`src/rtl/core/asrf_pkg.sv`:
```
// ----------------------------------------------------------------------------
// asrf_pkg
// Shared types, register indexes and reset values for the adaptive sensor
// report state machine.
// ----------------------------------------------------------------------------
package asrf_pkg;

  // Field widths
  localparam int DIST_W = 16;
  localparam int TIME_W = 32;
  localparam int IVAL_W = 16;
  localparam int BAND_W = 16;
  localparam int RUN_W  = 8;
  localparam int MODE_W = 2;

  // Configuration port
  localparam int CFG_IDX_W  = 3;
  localparam int CFG_DATA_W = 32;

  // Stream payload widths (padded to whole bytes)
  localparam int S_DATA_W = 48;
  localparam int M_DATA_W = 24;

  // Configuration register indexes
  localparam logic [CFG_IDX_W-1:0] REG_BOOT_INTERVAL   = 3'd0;
  localparam logic [CFG_IDX_W-1:0] REG_TRACK_INTERVAL  = 3'd1;
  localparam logic [CFG_IDX_W-1:0] REG_STABLE_INTERVAL = 3'd2;
  localparam logic [CFG_IDX_W-1:0] REG_HB_INTERVAL     = 3'd3;
  localparam logic [CFG_IDX_W-1:0] REG_STABLE_BAND     = 3'd4;
  localparam logic [CFG_IDX_W-1:0] REG_CHANGE_BAND     = 3'd5;
  localparam logic [CFG_IDX_W-1:0] REG_SEND_BAND       = 3'd6;
  localparam logic [CFG_IDX_W-1:0] REG_READINGS_NEEDED = 3'd7;

  // Register reset values
  localparam logic [IVAL_W-1:0] RST_BOOT_INTERVAL   = 16'd5000;
  localparam logic [IVAL_W-1:0] RST_TRACK_INTERVAL  = 16'd10000;
  localparam logic [IVAL_W-1:0] RST_STABLE_INTERVAL = 16'd60000;
  localparam logic [TIME_W-1:0] RST_HB_INTERVAL     = 32'd60000;
  localparam logic [BAND_W-1:0] RST_STABLE_BAND     = 16'd2;
  localparam logic [BAND_W-1:0] RST_CHANGE_BAND     = 16'd3;
  localparam logic [BAND_W-1:0] RST_SEND_BAND       = 16'd1;
  localparam logic [RUN_W-1:0]  RST_READINGS_NEEDED = 8'd5;

  localparam logic [RUN_W-1:0] RUN_MAX = '1;

  // Output mode codes
  localparam logic [MODE_W-1:0] MODE_CODE_BOOT     = 2'd0;
  localparam logic [MODE_W-1:0] MODE_CODE_STABLE   = 2'd1;
  localparam logic [MODE_W-1:0] MODE_CODE_TRACKING = 2'd2;

  // Mode state, one-hot
  typedef enum logic [2:0] {
    MODE_BOOT     = 3'b001,
    MODE_STABLE   = 3'b010,
    MODE_TRACKING = 3'b100
  } mode_t;

  // Configuration register file contents
  typedef struct packed {
    logic [IVAL_W-1:0] boot_interval_ms;
    logic [IVAL_W-1:0] tracking_interval_ms;
    logic [IVAL_W-1:0] stable_interval_ms;
    logic [TIME_W-1:0] heartbeat_interval_ms;
    logic [BAND_W-1:0] stable_band_cm;
    logic [BAND_W-1:0] change_band_cm;
    logic [BAND_W-1:0] send_band_cm;
    logic [RUN_W-1:0]  stable_readings_needed;
  } cfg_t;

  // One result item
  typedef struct packed {
    logic              sampled;
    logic              report;
    logic              heartbeat;
    logic [DIST_W-1:0] report_cm;
    logic [MODE_W-1:0] mode;
  } result_t;

  function automatic logic [MODE_W-1:0] mode_code(input mode_t m);
    logic [MODE_W-1:0] code;
    case (m)
      MODE_BOOT:     code = MODE_CODE_BOOT;
      MODE_STABLE:   code = MODE_CODE_STABLE;
      MODE_TRACKING: code = MODE_CODE_TRACKING;
      default:       code = MODE_CODE_STABLE;
    endcase
    return code;
  endfunction

endpackage

```
`src/rtl/core/asrf_cfg_regs.sv`:
```
// ----------------------------------------------------------------------------
// asrf_cfg_regs
// Configuration register file, written through a plain write port.
// ----------------------------------------------------------------------------
module asrf_cfg_regs (
  input  logic                                clk,
  input  logic                                rst,
  input  logic                                cfg_wr_en,
  input  logic [asrf_pkg::CFG_IDX_W-1:0]      cfg_index,
  input  logic [asrf_pkg::CFG_DATA_W-1:0]     cfg_data,
  output asrf_pkg::cfg_t                      cfg
);

  // Register writes, truncated to each register's width
  always_ff @(posedge clk) begin
    if (rst) begin
      cfg.boot_interval_ms       <= asrf_pkg::RST_BOOT_INTERVAL;
      cfg.tracking_interval_ms   <= asrf_pkg::RST_TRACK_INTERVAL;
      cfg.stable_interval_ms     <= asrf_pkg::RST_STABLE_INTERVAL;
      cfg.heartbeat_interval_ms  <= asrf_pkg::RST_HB_INTERVAL;
      cfg.stable_band_cm         <= asrf_pkg::RST_STABLE_BAND;
      cfg.change_band_cm         <= asrf_pkg::RST_CHANGE_BAND;
      cfg.send_band_cm           <= asrf_pkg::RST_SEND_BAND;
      cfg.stable_readings_needed <= asrf_pkg::RST_READINGS_NEEDED;
    end else if (cfg_wr_en) begin
      case (cfg_index)
        asrf_pkg::REG_BOOT_INTERVAL:
          cfg.boot_interval_ms <= cfg_data[asrf_pkg::IVAL_W-1:0];
        asrf_pkg::REG_TRACK_INTERVAL:
          cfg.tracking_interval_ms <= cfg_data[asrf_pkg::IVAL_W-1:0];
        asrf_pkg::REG_STABLE_INTERVAL:
          cfg.stable_interval_ms <= cfg_data[asrf_pkg::IVAL_W-1:0];
        asrf_pkg::REG_HB_INTERVAL:
          cfg.heartbeat_interval_ms <= cfg_data[asrf_pkg::TIME_W-1:0];
        asrf_pkg::REG_STABLE_BAND:
          cfg.stable_band_cm <= cfg_data[asrf_pkg::BAND_W-1:0];
        asrf_pkg::REG_CHANGE_BAND:
          cfg.change_band_cm <= cfg_data[asrf_pkg::BAND_W-1:0];
        asrf_pkg::REG_SEND_BAND:
          cfg.send_band_cm <= cfg_data[asrf_pkg::BAND_W-1:0];
        asrf_pkg::REG_READINGS_NEEDED:
          cfg.stable_readings_needed <= cfg_data[asrf_pkg::RUN_W-1:0];
        default: ;
      endcase
    end
  end

endmodule

```
`src/rtl/core/asrf_core.sv`:
```
// ----------------------------------------------------------------------------
// asrf_core
// Mode state machine and tracking state; evaluates one registered sample
// per enabled cycle and produces the result for the output register.
// ----------------------------------------------------------------------------
module asrf_core (
  input  logic                              clk,
  input  logic                              rst,
  input  logic                              step,
  input  logic [asrf_pkg::DIST_W-1:0]       distance_cm,
  input  logic [asrf_pkg::TIME_W-1:0]       time_ms,
  input  asrf_pkg::cfg_t                    cfg,
  output asrf_pkg::result_t                 result
);

  asrf_pkg::mode_t                mode, mode_next;
  logic [asrf_pkg::DIST_W-1:0]    baseline_cm, baseline_cm_next;
  logic [asrf_pkg::RUN_W-1:0]     stable_run, stable_run_next;
  logic [asrf_pkg::TIME_W-1:0]    last_measure, last_measure_next;
  logic [asrf_pkg::TIME_W-1:0]    last_hb, last_hb_next;
  logic                           baseline_valid, baseline_valid_next;

  logic [asrf_pkg::IVAL_W-1:0]    interval;
  logic                           due;
  logic                           hb_due;
  logic [asrf_pkg::DIST_W-1:0]    delta;
  logic                           is_stable;
  logic                           run_done;
  logic [asrf_pkg::RUN_W-1:0]     run_inc;

  // Interval for the current mode; unused codes fall back to stable
  always_comb begin
    case (mode)
      asrf_pkg::MODE_BOOT:     interval = cfg.boot_interval_ms;
      asrf_pkg::MODE_TRACKING: interval = cfg.tracking_interval_ms;
      default:                 interval = cfg.stable_interval_ms;
    endcase
  end

  // Wrapping time compares and distance deviation
  assign due    = (time_ms - last_measure) >= {16'd0, interval};
  assign hb_due = (time_ms - last_hb) >= cfg.heartbeat_interval_ms;
  assign delta  = (distance_cm >= baseline_cm) ? (distance_cm - baseline_cm)
                                               : (baseline_cm - distance_cm);
  assign is_stable = delta <= cfg.stable_band_cm;
  assign run_inc   = (stable_run == asrf_pkg::RUN_MAX) ? stable_run
                                                       : stable_run + 1'b1;
  assign run_done  = run_inc >= cfg.stable_readings_needed;

  // Next state and result
  always_comb begin
    mode_next           = mode;
    baseline_cm_next    = baseline_cm;
    stable_run_next     = stable_run;
    last_measure_next   = last_measure;
    last_hb_next        = last_hb;
    baseline_valid_next = baseline_valid;
    result.sampled      = 1'b0;
    result.report       = 1'b0;
    result.heartbeat    = 1'b0;
    result.report_cm    = '0;

    if (due) begin
      result.sampled    = 1'b1;
      last_measure_next = time_ms;
      case (mode)
        asrf_pkg::MODE_BOOT: begin
          if (!baseline_valid) begin
            baseline_cm_next    = distance_cm;
            stable_run_next     = 8'd1;
            baseline_valid_next = 1'b1;
            last_hb_next        = time_ms;
            result.report       = 1'b1;
            result.report_cm    = distance_cm;
          end else if (is_stable) begin
            stable_run_next = run_inc;
            if (run_done) begin
              mode_next        = asrf_pkg::MODE_STABLE;
              baseline_cm_next = distance_cm;
              stable_run_next  = '0;
              last_hb_next     = time_ms;
              result.report    = 1'b1;
              result.report_cm = distance_cm;
            end
          end else begin
            baseline_cm_next = distance_cm;
            stable_run_next  = 8'd1;
            if (delta > cfg.send_band_cm) begin
              result.report    = 1'b1;
              result.report_cm = distance_cm;
            end
          end
        end
        asrf_pkg::MODE_STABLE: begin
          if (delta > cfg.change_band_cm) begin
            // Large change: track it and measure again at once
            mode_next         = asrf_pkg::MODE_TRACKING;
            baseline_cm_next  = distance_cm;
            stable_run_next   = '0;
            last_measure_next = time_ms - {16'd0, cfg.tracking_interval_ms};
            last_hb_next      = time_ms;
            result.report     = 1'b1;
            result.report_cm  = distance_cm;
          end else if (hb_due) begin
            last_hb_next     = time_ms;
            result.report    = 1'b1;
            result.heartbeat = 1'b1;
          end
        end
        asrf_pkg::MODE_TRACKING: begin
          if (is_stable) begin
            stable_run_next = run_inc;
            if (run_done) begin
              mode_next        = asrf_pkg::MODE_STABLE;
              baseline_cm_next = distance_cm;
              stable_run_next  = '0;
              last_hb_next     = time_ms;
              result.report    = 1'b1;
              result.report_cm = distance_cm;
            end
          end else begin
            stable_run_next = '0;
            if (delta > cfg.send_band_cm) begin
              baseline_cm_next = distance_cm;
              result.report    = 1'b1;
              result.report_cm = distance_cm;
            end
          end
        end
        default: ;
      endcase
    end
    result.mode = asrf_pkg::mode_code(mode_next);
  end

  // State registers, advanced once per evaluated transaction
  always_ff @(posedge clk) begin
    if (rst) begin
      mode           <= asrf_pkg::MODE_BOOT;
      baseline_cm    <= '0;
      stable_run     <= '0;
      last_measure   <= '0;
      last_hb        <= '0;
      baseline_valid <= 1'b0;
    end else if (step) begin
      mode           <= mode_next;
      baseline_cm    <= baseline_cm_next;
      stable_run     <= stable_run_next;
      last_measure   <= last_measure_next;
      last_hb        <= last_hb_next;
      baseline_valid <= baseline_valid_next;
    end
  end

endmodule

```
`src/rtl/core/adaptive_sensor_report_fsm_unit.sv`:
```
// ----------------------------------------------------------------------------
// adaptive_sensor_report_fsm_unit
// Decides per distance sample whether it is measured and whether a report
// or heartbeat goes out, keeping boot, stable and tracking modes.
// ----------------------------------------------------------------------------
// Usage:
//   s_* carries one sample per transaction: tdata = {time_ms, distance_cm}.
//   m_* returns one result per sample: tdata = {mode, report_cm, report,
//   sampled}, tuser = heartbeat.
//   The cfg_* write port loads the eight registers by index; write only when
//   no sample is in flight.
// Pipeline and throughput:
//   A sample is captured in an input register, evaluated by the mode logic
//   and lands in the output register, which raises m_tvalid. One sample per
//   cycle is sustained while m_tready stays high; the limit is the state
//   update of the mode machine.
// Reset:
//   rst (synchronous) empties both registers, restores the register reset
//   values and puts the machine in boot mode without a baseline.
// Stall:
//   With m_tready low the result holds; one more sample is still taken into
//   the input register, then s_tready drops until the result is taken.
// ----------------------------------------------------------------------------
module adaptive_sensor_report_fsm_unit (
  input  logic                               clk,
  input  logic                               rst,
  // Configuration write port
  input  logic                               cfg_wr_en,
  input  logic [asrf_pkg::CFG_IDX_W-1:0]     cfg_index,
  input  logic [asrf_pkg::CFG_DATA_W-1:0]    cfg_data,
  // Sample stream
  input  logic                               s_tvalid,
  output logic                               s_tready,
  input  logic [asrf_pkg::S_DATA_W-1:0]      s_tdata,   // [15:0] distance_cm, [47:16] time_ms
  // Result stream
  output logic                               m_tvalid,
  input  logic                               m_tready,
  output logic [asrf_pkg::M_DATA_W-1:0]      m_tdata,   // [0] sampled, [1] report,
                                                        // [17:2] report_cm, [19:18] mode
  output logic                               m_tuser    // [0] heartbeat
);

  asrf_pkg::cfg_t                 cfg;
  asrf_pkg::result_t              result;
  asrf_pkg::result_t              out_res;
  logic                           in_valid;
  logic [asrf_pkg::DIST_W-1:0]    in_dist;
  logic [asrf_pkg::TIME_W-1:0]    in_time;
  logic                           out_adv;
  logic                           step;

  // Handshake control
  assign out_adv  = !m_tvalid || m_tready;
  assign step     = in_valid && out_adv;
  assign s_tready = !in_valid || out_adv;

  asrf_cfg_regs u_cfg (
    .clk       (clk),
    .rst       (rst),
    .cfg_wr_en (cfg_wr_en),
    .cfg_index (cfg_index),
    .cfg_data  (cfg_data),
    .cfg       (cfg)
  );

  // Input register
  always_ff @(posedge clk) begin
    if (rst) begin
      in_valid <= 1'b0;
    end else if (s_tready) begin
      in_valid <= s_tvalid;
    end
  end

  always_ff @(posedge clk) begin
    if (s_tready && s_tvalid) begin
      in_dist <= s_tdata[asrf_pkg::DIST_W-1:0];
      in_time <= s_tdata[asrf_pkg::DIST_W +: asrf_pkg::TIME_W];
    end
  end

  asrf_core u_core (
    .clk         (clk),
    .rst         (rst),
    .step        (step),
    .distance_cm (in_dist),
    .time_ms     (in_time),
    .cfg         (cfg),
    .result      (result)
  );

  // Output register
  always_ff @(posedge clk) begin
    if (rst) begin
      m_tvalid <= 1'b0;
    end else if (out_adv) begin
      m_tvalid <= in_valid;
    end
  end

  always_ff @(posedge clk) begin
    if (step) begin
      out_res <= result;
    end
  end

  assign m_tdata = {4'd0, out_res.mode, out_res.report_cm, out_res.report, out_res.sampled};
  assign m_tuser = out_res.heartbeat;

endmodule

```
`config.mk`:
```
export PLATFORM = sky130hd
export DESIGN_NAME = adaptive_sensor_report_fsm_unit
export DESIGN_NICKNAME = d
export VERILOG_FILES = /design/src/rtl/core/asrf_pkg.sv /design/src/rtl/core/asrf_cfg_regs.sv /design/src/rtl/core/asrf_core.sv /design/src/rtl/core/adaptive_sensor_report_fsm_unit.sv
export SDC_FILE = /design/constraint.sdc
export NUM_CORES = 1
export LEC_CHECK = 0
export BUFFER_PORTS_ARGS = -buffer_cell sky130_fd_sc_hd__buf_4
export CAP_MARGIN = 20
export CORE_MARGIN = 2
export CORE_UTILIZATION = 65
export DETAILED_ROUTE_END_ITERATION = 7
export PLACE_DENSITY = 0.81
export REMOVE_ABC_BUFFERS = 1
export SLEW_MARGIN = 20
export SYNTH_ARGS = -nofsm -noshare
export SYNTH_HDL_FRONTEND = slang
export SYNTH_SLANG_ARGS = --single-unit
```
`constraint.sdc`:
```
create_clock -name clk -period 10.5 [get_ports clk]
set_input_delay 2.625 -clock clk [delete_from_list [all_inputs] [get_ports clk]]
set_output_delay 2.625 -clock clk [all_outputs]
set_load 0.01 [all_outputs]
```
# --- Word-level counts from Yosys, hierarchy flattened ---
# Cells that the tools add are included.
# W data, S select, Z words.
word_totals:
  ff_bits: 299
  wordCells: 123
  out_inout_bits: 27
classes:
  muxes: 47
  addsub: 6
  n_bitwise: 2
  magnitude_cmp: 7
  n_reduce_logical: 22
  eq_ne: 16
op_table:
  columns: ["cell", "count"]
  rows:
  - ["$mux W32", 7]
  - ["$mux W16", 12]
  - ["$pmux W16 S3", 2]
  - ["$pmux W32 S3", 1]
  - ["$sub A32 B32 Y32", 2]
  - ["$mux W8", 6]
  - ["$ge A32 B16 Y1", 1]
  - ["$ge A32 B32 Y1", 1]
  - ["$gt A16 B16 Y1", 2]
  - ["$pmux W16 S2", 1]
  - ["$sub A16 B16 Y16", 2]
  - ["$sub A32 B16 Y32", 1]
  - ["$pmux W8 S3", 1]
  - ["$mux W19", 1]
  - ["$eq A3 B3 Y1 const B", 6]
  - ["$reduce_and A2 Y1", 9]
  - ["$ge A16 B16 Y1", 1]
  - ["$le A16 B16 Y1", 1]
  - ["$mux W3", 5]
  - ["$eq A3 B1 Y1 const B", 3]
  - ["$eq A3 B2 Y1 const B", 3]
  - ["$pmux W3 S3", 1]
  - ["$add A8 B1 Y8 const B", 1]
  - ["$eq A8 B8 Y1 const B", 1]
  - ["17 further kinds", 29]

# --- Depth between registers and ports, before layout ---
depth:
  word_depth: 10
  mapped_depth: 27
  depth_no_buf: 25

# --- Hierarchy ---
# Synthesis repeated with hierarchy kept, for this count alone.
hier_totals:
  cells_unflattened: 2460
  area_unflattened_um2: 21301.7
by_module_without_submodules:
  columns: ["mod", "n_inst", "cells_each", "area_each_um2", "seq_area_each_um2"]
  rows:
  - ["asrf_core", 1, 1869, 13606.8, 1841.8]
  - ["asrf_cfg_regs", 1, 507, 5485.3, 2722.6]
  - ["adaptive_sensor_report_fsm_unit", 1, 84, 2209.6, 2112.0]

# --- Least setup slack after synthesis ---
# Ideal clock, no wire load.
synth_path:
  path_kind: "flip-flop to flip-flop"
  from: "reg in_time[0] (netlist bit)"
  to: "reg out_res (netlist bit m_tdata[10]), data pin"
  stages_incl_launch_ff: 23
  setup_time_ns: 0.267
  t_arrival_ns: 5.337
  path_slack_ns: 4.897
  n_path_buf: 3
  cell_sequence: "edfxtp_1 -> inv_1 -> ha_1 -> inv_1 -> fa_1 -> a21o_1 -> a221o_1 -> a211o_1 -> a21o_1 -> xor2_1 -> ha_1 -> a21oi_1 -> o22ai_1 -> a2111oi_0 -> o2111ai_1 -> or4_1 -> or4_4 -> or4_1 -> buf_2 -> nand2b_1 -> buf_4 -> buf_6 -> nor3_1"
synth_via:
  elab_chain_len: 2
synth_lines:
  columns: ["element", "line_no", "rtl"]
  rows:
  - ["from (decl)", "adaptive_sensor_report_fsm_unit.sv:48", "logic [asrf_pkg::TIME_W-1:0] in_time;"]
  - ["from (signal assigned)", "adaptive_sensor_report_fsm_unit.sv:78", "in_time <= s_tdata[asrf_pkg::DIST_W +: asrf_pkg::TIME_W];"]
  - ["$sub A32 B32 Y32", "asrf_core.sv:41", "assign due = (time_ms - last_measure) >= {16'd0, interval};"]
  - ["$ge A32 B16 Y1", "asrf_core.sv:41", null]
  - ["to (signal assigned)", "adaptive_sensor_report_fsm_unit.sv:103", "out_res <= result;"]
  - ["to (decl)", "adaptive_sensor_report_fsm_unit.sv:45", "asrf_pkg::result_t out_res;"]
# Every way passes these cells.
# A chain may end at the register's enable or synchronous reset.

# --- Worst setup path in the final report ---
layout_path:
  from: "reg in_dist[0] (netlist bit)"
  to: "reg u_core.last_measure[29] (netlist bit)"
layout_via:
  elab_chain_len: 5
layout_lines:
  columns: ["element", "line_no", "rtl"]
  rows:
  - ["from (decl)", "adaptive_sensor_report_fsm_unit.sv:47", "logic [asrf_pkg::DIST_W-1:0] in_dist;"]
  - ["from (signal assigned)", "adaptive_sensor_report_fsm_unit.sv:77", "in_dist <= s_tdata[asrf_pkg::DIST_W-1:0];"]
  - ["$sub A16 B16 Y16, or another cell as far along", "asrf_core.sv:44", ": (baseline_cm - distance_cm);"]
  - ["$mux W16 *", "asrf_core.sv:43", "assign delta = (distance_cm >= baseline_cm) ? (distance_cm - baseline_cm)"]
  - ["$gt A16 B16 Y1 *", "asrf_core.sv:95", "if (delta > cfg.change_band_cm) begin"]
  - ["$mux W32 *", "asrf_core.sv:95", null]
  - ["$mux W32 *", "asrf_core.sv:66", "case (mode)"]
  - ["to (signal assigned)", "asrf_core.sv:149", "last_measure <= last_measure_next;"]
  - ["to (decl)", "asrf_core.sv:19", "logic [asrf_pkg::TIME_W-1:0] last_measure, last_measure_next;"]
# Every way passes the cells marked *; elsewhere a longest branch is shown, timed or not.

==> results.yml <==
job:
  max-cap-violations: 0
clock_tree:
  htree_num_levels: 2
  clkTransAtPathRegs_ns: 0.05
  clock_sinks: 299
  cts-buffers-inserted: 35
  postCtsResizedCells: 0
  post_cts_buffers: 0
  tritoncts: "built"
  cts.root.buffer_cell: "sky130_fd_sc_hd__clkbuf_16"
  worst_skew_pair.late_latency_ns: 0.52
  cts_buffer_depth: 3
  post_cts_hold_buffer_count: 0
yosys:
  synthesis.instances: 2532
  netlist.area_leader.share: 0.2265
  number_of_synthesized_register_bits: 299
  synth_cell_type_count: 75
  mappedNetlistArea_um2: 20330
  post_synthesis_sequential_area_ratio: 0.3284
  post_synth.cell_area_avg_um2: 8.029
  ys_async_sr_fraction: 0
  synth-warning-count: 0
  synthMostInstantiatedCell: "sky130_fd_sc_hd__nand2_1"
  netlist_top_cells_count: "447 x sky130_fd_sc_hd__nand2_1, 259 x sky130_fd_sc_hd__a21oi_1, 230 x sky130_fd_sc_hd__dfxtp_1"
  leading_post_synthesis_cells_by_cell_area: "sky130_fd_sc_hd__dfxtp_1 23%, sky130_fd_sc_hd__ha_1 13%, sky130_fd_sc_hd__edfxtp_1 10%, sky130_fd_sc_hd__nand2_1 8.3%, sky130_fd_sc_hd__a21oi_1 6.4%"
  synth_ff_type: "sky130_fd_sc_hd__dfxtp_1"
  synth_enable_flop_cells: 69
  netlist.top_cell.by_area: "sky130_fd_sc_hd__dfxtp_1"
power_and_ir_drop:
  comb_power_share: 0.282
  seq_power_share: 0.370
  power.density_cell_area_nw_per_um2: 153.0
  power.switching_mw: 1.103
  leakagePower_nw: 9.132
  netSwitchingFraction: 0.3204
  clkPwrFrac: 0.348
  ir_worst_vdd_mv: 0.1292
  design_power_total_mw: 3.443
  internal-power_mw: 2.340
critical_path:
  timing.critical_path.slowest_stage_cell: "sky130_fd_sc_hd__a211oi_1"
  timing.rr.start: "in_dist[0]"
  worst_setup_path_start_kind: "register"
  worst_path_max_stage_delay_ns: 0.87
  worstSetupEndpointType: "register"
  cp.required_ns: 10.92
  worst-path-buf-inv: 3
  worstPathMaxFanout: 34
  top_family_by_delay_on_critical_path: "compound AO/OA/AOI/OAI gates"
  critPathLaunch: "in_dist[0]"
  worst-path-stages: 25
  worst_r2r_endpoint: "u_core.last_measure[29]"
  timing.setup.critical_path_class: "reg2reg"
  worst-endpoint-arrival_ns: 6.93
  reg2reg_depth: 25
  ff2ff_setup_slack_ns: 3.99
  end_point_of_the_critical_path: "u_core.last_measure[29]"
placed_design:
  placedInstanceArea_um2: 21320
  dpl.cell_count: 2942
  placement.setup.worst_slack_ns: 3.994
  io_buffer_count: 110
  gpl.final_weighted_congestion: 0.9913
  post-dp-hpwl_um: 40530
route:
  drtPass1Iterations: 6
  postRouteAntennaNets: 0
  vias: 18490
  drc_errors: 0
  avgViaCountPerCell: 6.149
  drt-total-wl_um: 55230
  initial_drc_count: 1672
  wl_per_cell_um: 18.37
floorplan:
  placeableCoreArea_um2: 30670
  io_pins: 115
  chipHeight_um: 180.8
  rows: 64
  dieArea_um2: 32700
  fp.dieW_um: 180.8
  initial_utilization: 0.6628
finish:
  multiInputGateArea_um2: 12330
  finalNonFillerCells: 3007
  area_growth_syn_to_layout_pct: 10.68
  postLayoutCellArea_um2: 22500
  register_area_um2: 6676
  fin_util: 0.7336
  n_antenna_cell: 0
  fillers: 2335
  post_route_cells_drive_above_1_share: 0.08426
  design.final.nets: 2892
sta:
  timing.final.crit_share: 0.6201
  tightestPinTransition_ns: 1.012
  final_period_minus_worst_setup_slack_ns: 6.511
  worst_slew_margin_relative_to_its_limit: 0.3210
  max_freq_mhz: 153.6
  skew_ns: 0.02047
  setup_tns_ns: 0
  timing.final.max_slew_violations: 0
  postLayoutSetupSlackWorst_ns: 3.989
  final-setup-viol-count: 0
  report.final.hold_viol_count: 0
  unrepaired_setup_endpoints_after_global_routing: "no"
  finalHoldWorstSlack_ns: 0.4534
grt:
  via_count_of_the_first_global_routing_pass: 18110
  first_pass_grt_wire_length_um: 89370
  number_of_antenna_violations_at_the_first_check_in_global_routing: 0
  largest_net_degree_at_the_start_of_global_routing: 101
  grt_use_total: 0.3300
  globalRouteOverflowTotal: 0
min_path:
  min_path_type: "reg2reg"
status:
  run_status: "completed"
## cell families after synthesis
family,count (synthesis),synth area share
AO/OA/AOI/OAI,643,0.1978
XOR/XNOR,87,0.03748
adder cells (fa/ha/maj),219,0.1366
buffers and inverters,347,0.06746
flip-flops,299,0.3284
multiplexers,74,0.03668
other,1,0.0001845
AND/OR/NAND/NOR,862,0.1953
## cell usage in the layout, fill, tap and decap left out, drive strengths merged, types with 7 or more instances in the layout
| master | instances |
|---|---|
| clkbuf | 51 |
| o21ai | 88 |
| clkinv | 11 |
| and2 | 13 |
| o211ai | 44 |
| nand3 | 55 |
| inv | 230 |
| nand4 | 38 |
| a31oi | 17 |
| a21o | 71 |
| buf | 129 |
| or2 | 8 |
| nor2b | 29 |
| ha | 214 |
| dfxtp | 230 |
| and3 | 17 |
| nor4 | 10 |
| o21bai | 14 |
| nand2b | 31 |
| a211oi | 38 |
| a21oi | 259 |
| o41ai | 8 |
| nand2 | 447 |
| o21a | 22 |
| nor3 | 48 |
| a211o | 8 |
| edfxtp | 69 |
| nor2 | 113 |
| o31ai | 18 |
| xnor2 | 53 |
| or3 | 11 |
| xor2 | 34 |
| and4 | 7 |
| o22ai | 8 |
| mux2i | 70 |
| nor3b | 9 |
## registers in the layout, summed over array words and instances, names as in the netlist
register / count
in_dist: 16
in_time: 32
in_valid: 1
m_tdata: 20
m_tuser: 1
m_tvalid: 1
u_cfg.cfg: 136
u_core.baseline_cm: 16
u_core.baseline_valid: 1
u_core.last_hb: 32
u_core.last_measure: 32
u_core.mode: 3
u_core.stable_run: 8
## per-layer routing
layer / routed length (um) / global-route usage / share of wire
met1: 23130 / 0.4250 / 0.42
met2: 26210 / 0.5640 / 0.47
met3: 3825 / 0.04112 / 0.069
met5: 0 / 0 / 0
met4: 2066 / 0.1290 / 0.037
## worst min path at each step
stage               depth (start not counted)          startpoint  slack (ns)                 end
finish                                      2       u_cfg.cfg[83]        0.45       u_cfg.cfg[83]
global route                                2       u_cfg.cfg[68]        0.46       u_cfg.cfg[68]
CTS                                         2       u_cfg.cfg[21]        0.45       u_cfg.cfg[21]
detailed placement                          2  u_core.last_hb[17]        0.45  u_core.last_hb[17]
global placement                            2       u_cfg.cfg[57]        0.44       u_cfg.cfg[57]
floorplan                                   2      u_cfg.cfg[106]        0.43      u_cfg.cfg[106]
## power groups by stage
stage / Clock, mW / Combinational, mW / Sequential [mW]
floorplan: 0 / 0.669 / 1.29
global placement: 0 / 0.908 / 1.30
detailed placement: 0 / 0.946 / 1.30
CTS: 1.21 / 0.954 / 1.27
global route: 1.26 / 1.07 / 1.28
finish: 1.20 / 0.971 / 1.27
## layout make-up
class	instances	share of cell area
Inverter	230	0.03854
Multi-Input combinational cell	1889	0.5479
Clock inverter	13	0.004226
Timing Repair Buffer	130	0.04454
Sequential cell	299	0.2967
Tap cell	396	0.02202
Clock buffer	50	0.04599
## worst min-delay path, cell delays in order, from the launching register on
cell and delay (ns):
sky130_fd_sc_hd__dfxtp_1 0.30, sky130_fd_sc_hd__nand2_1 0.05, sky130_fd_sc_hd__a21oi_1 0.05
No activity file was read; power rests on OpenSTA's default activity.
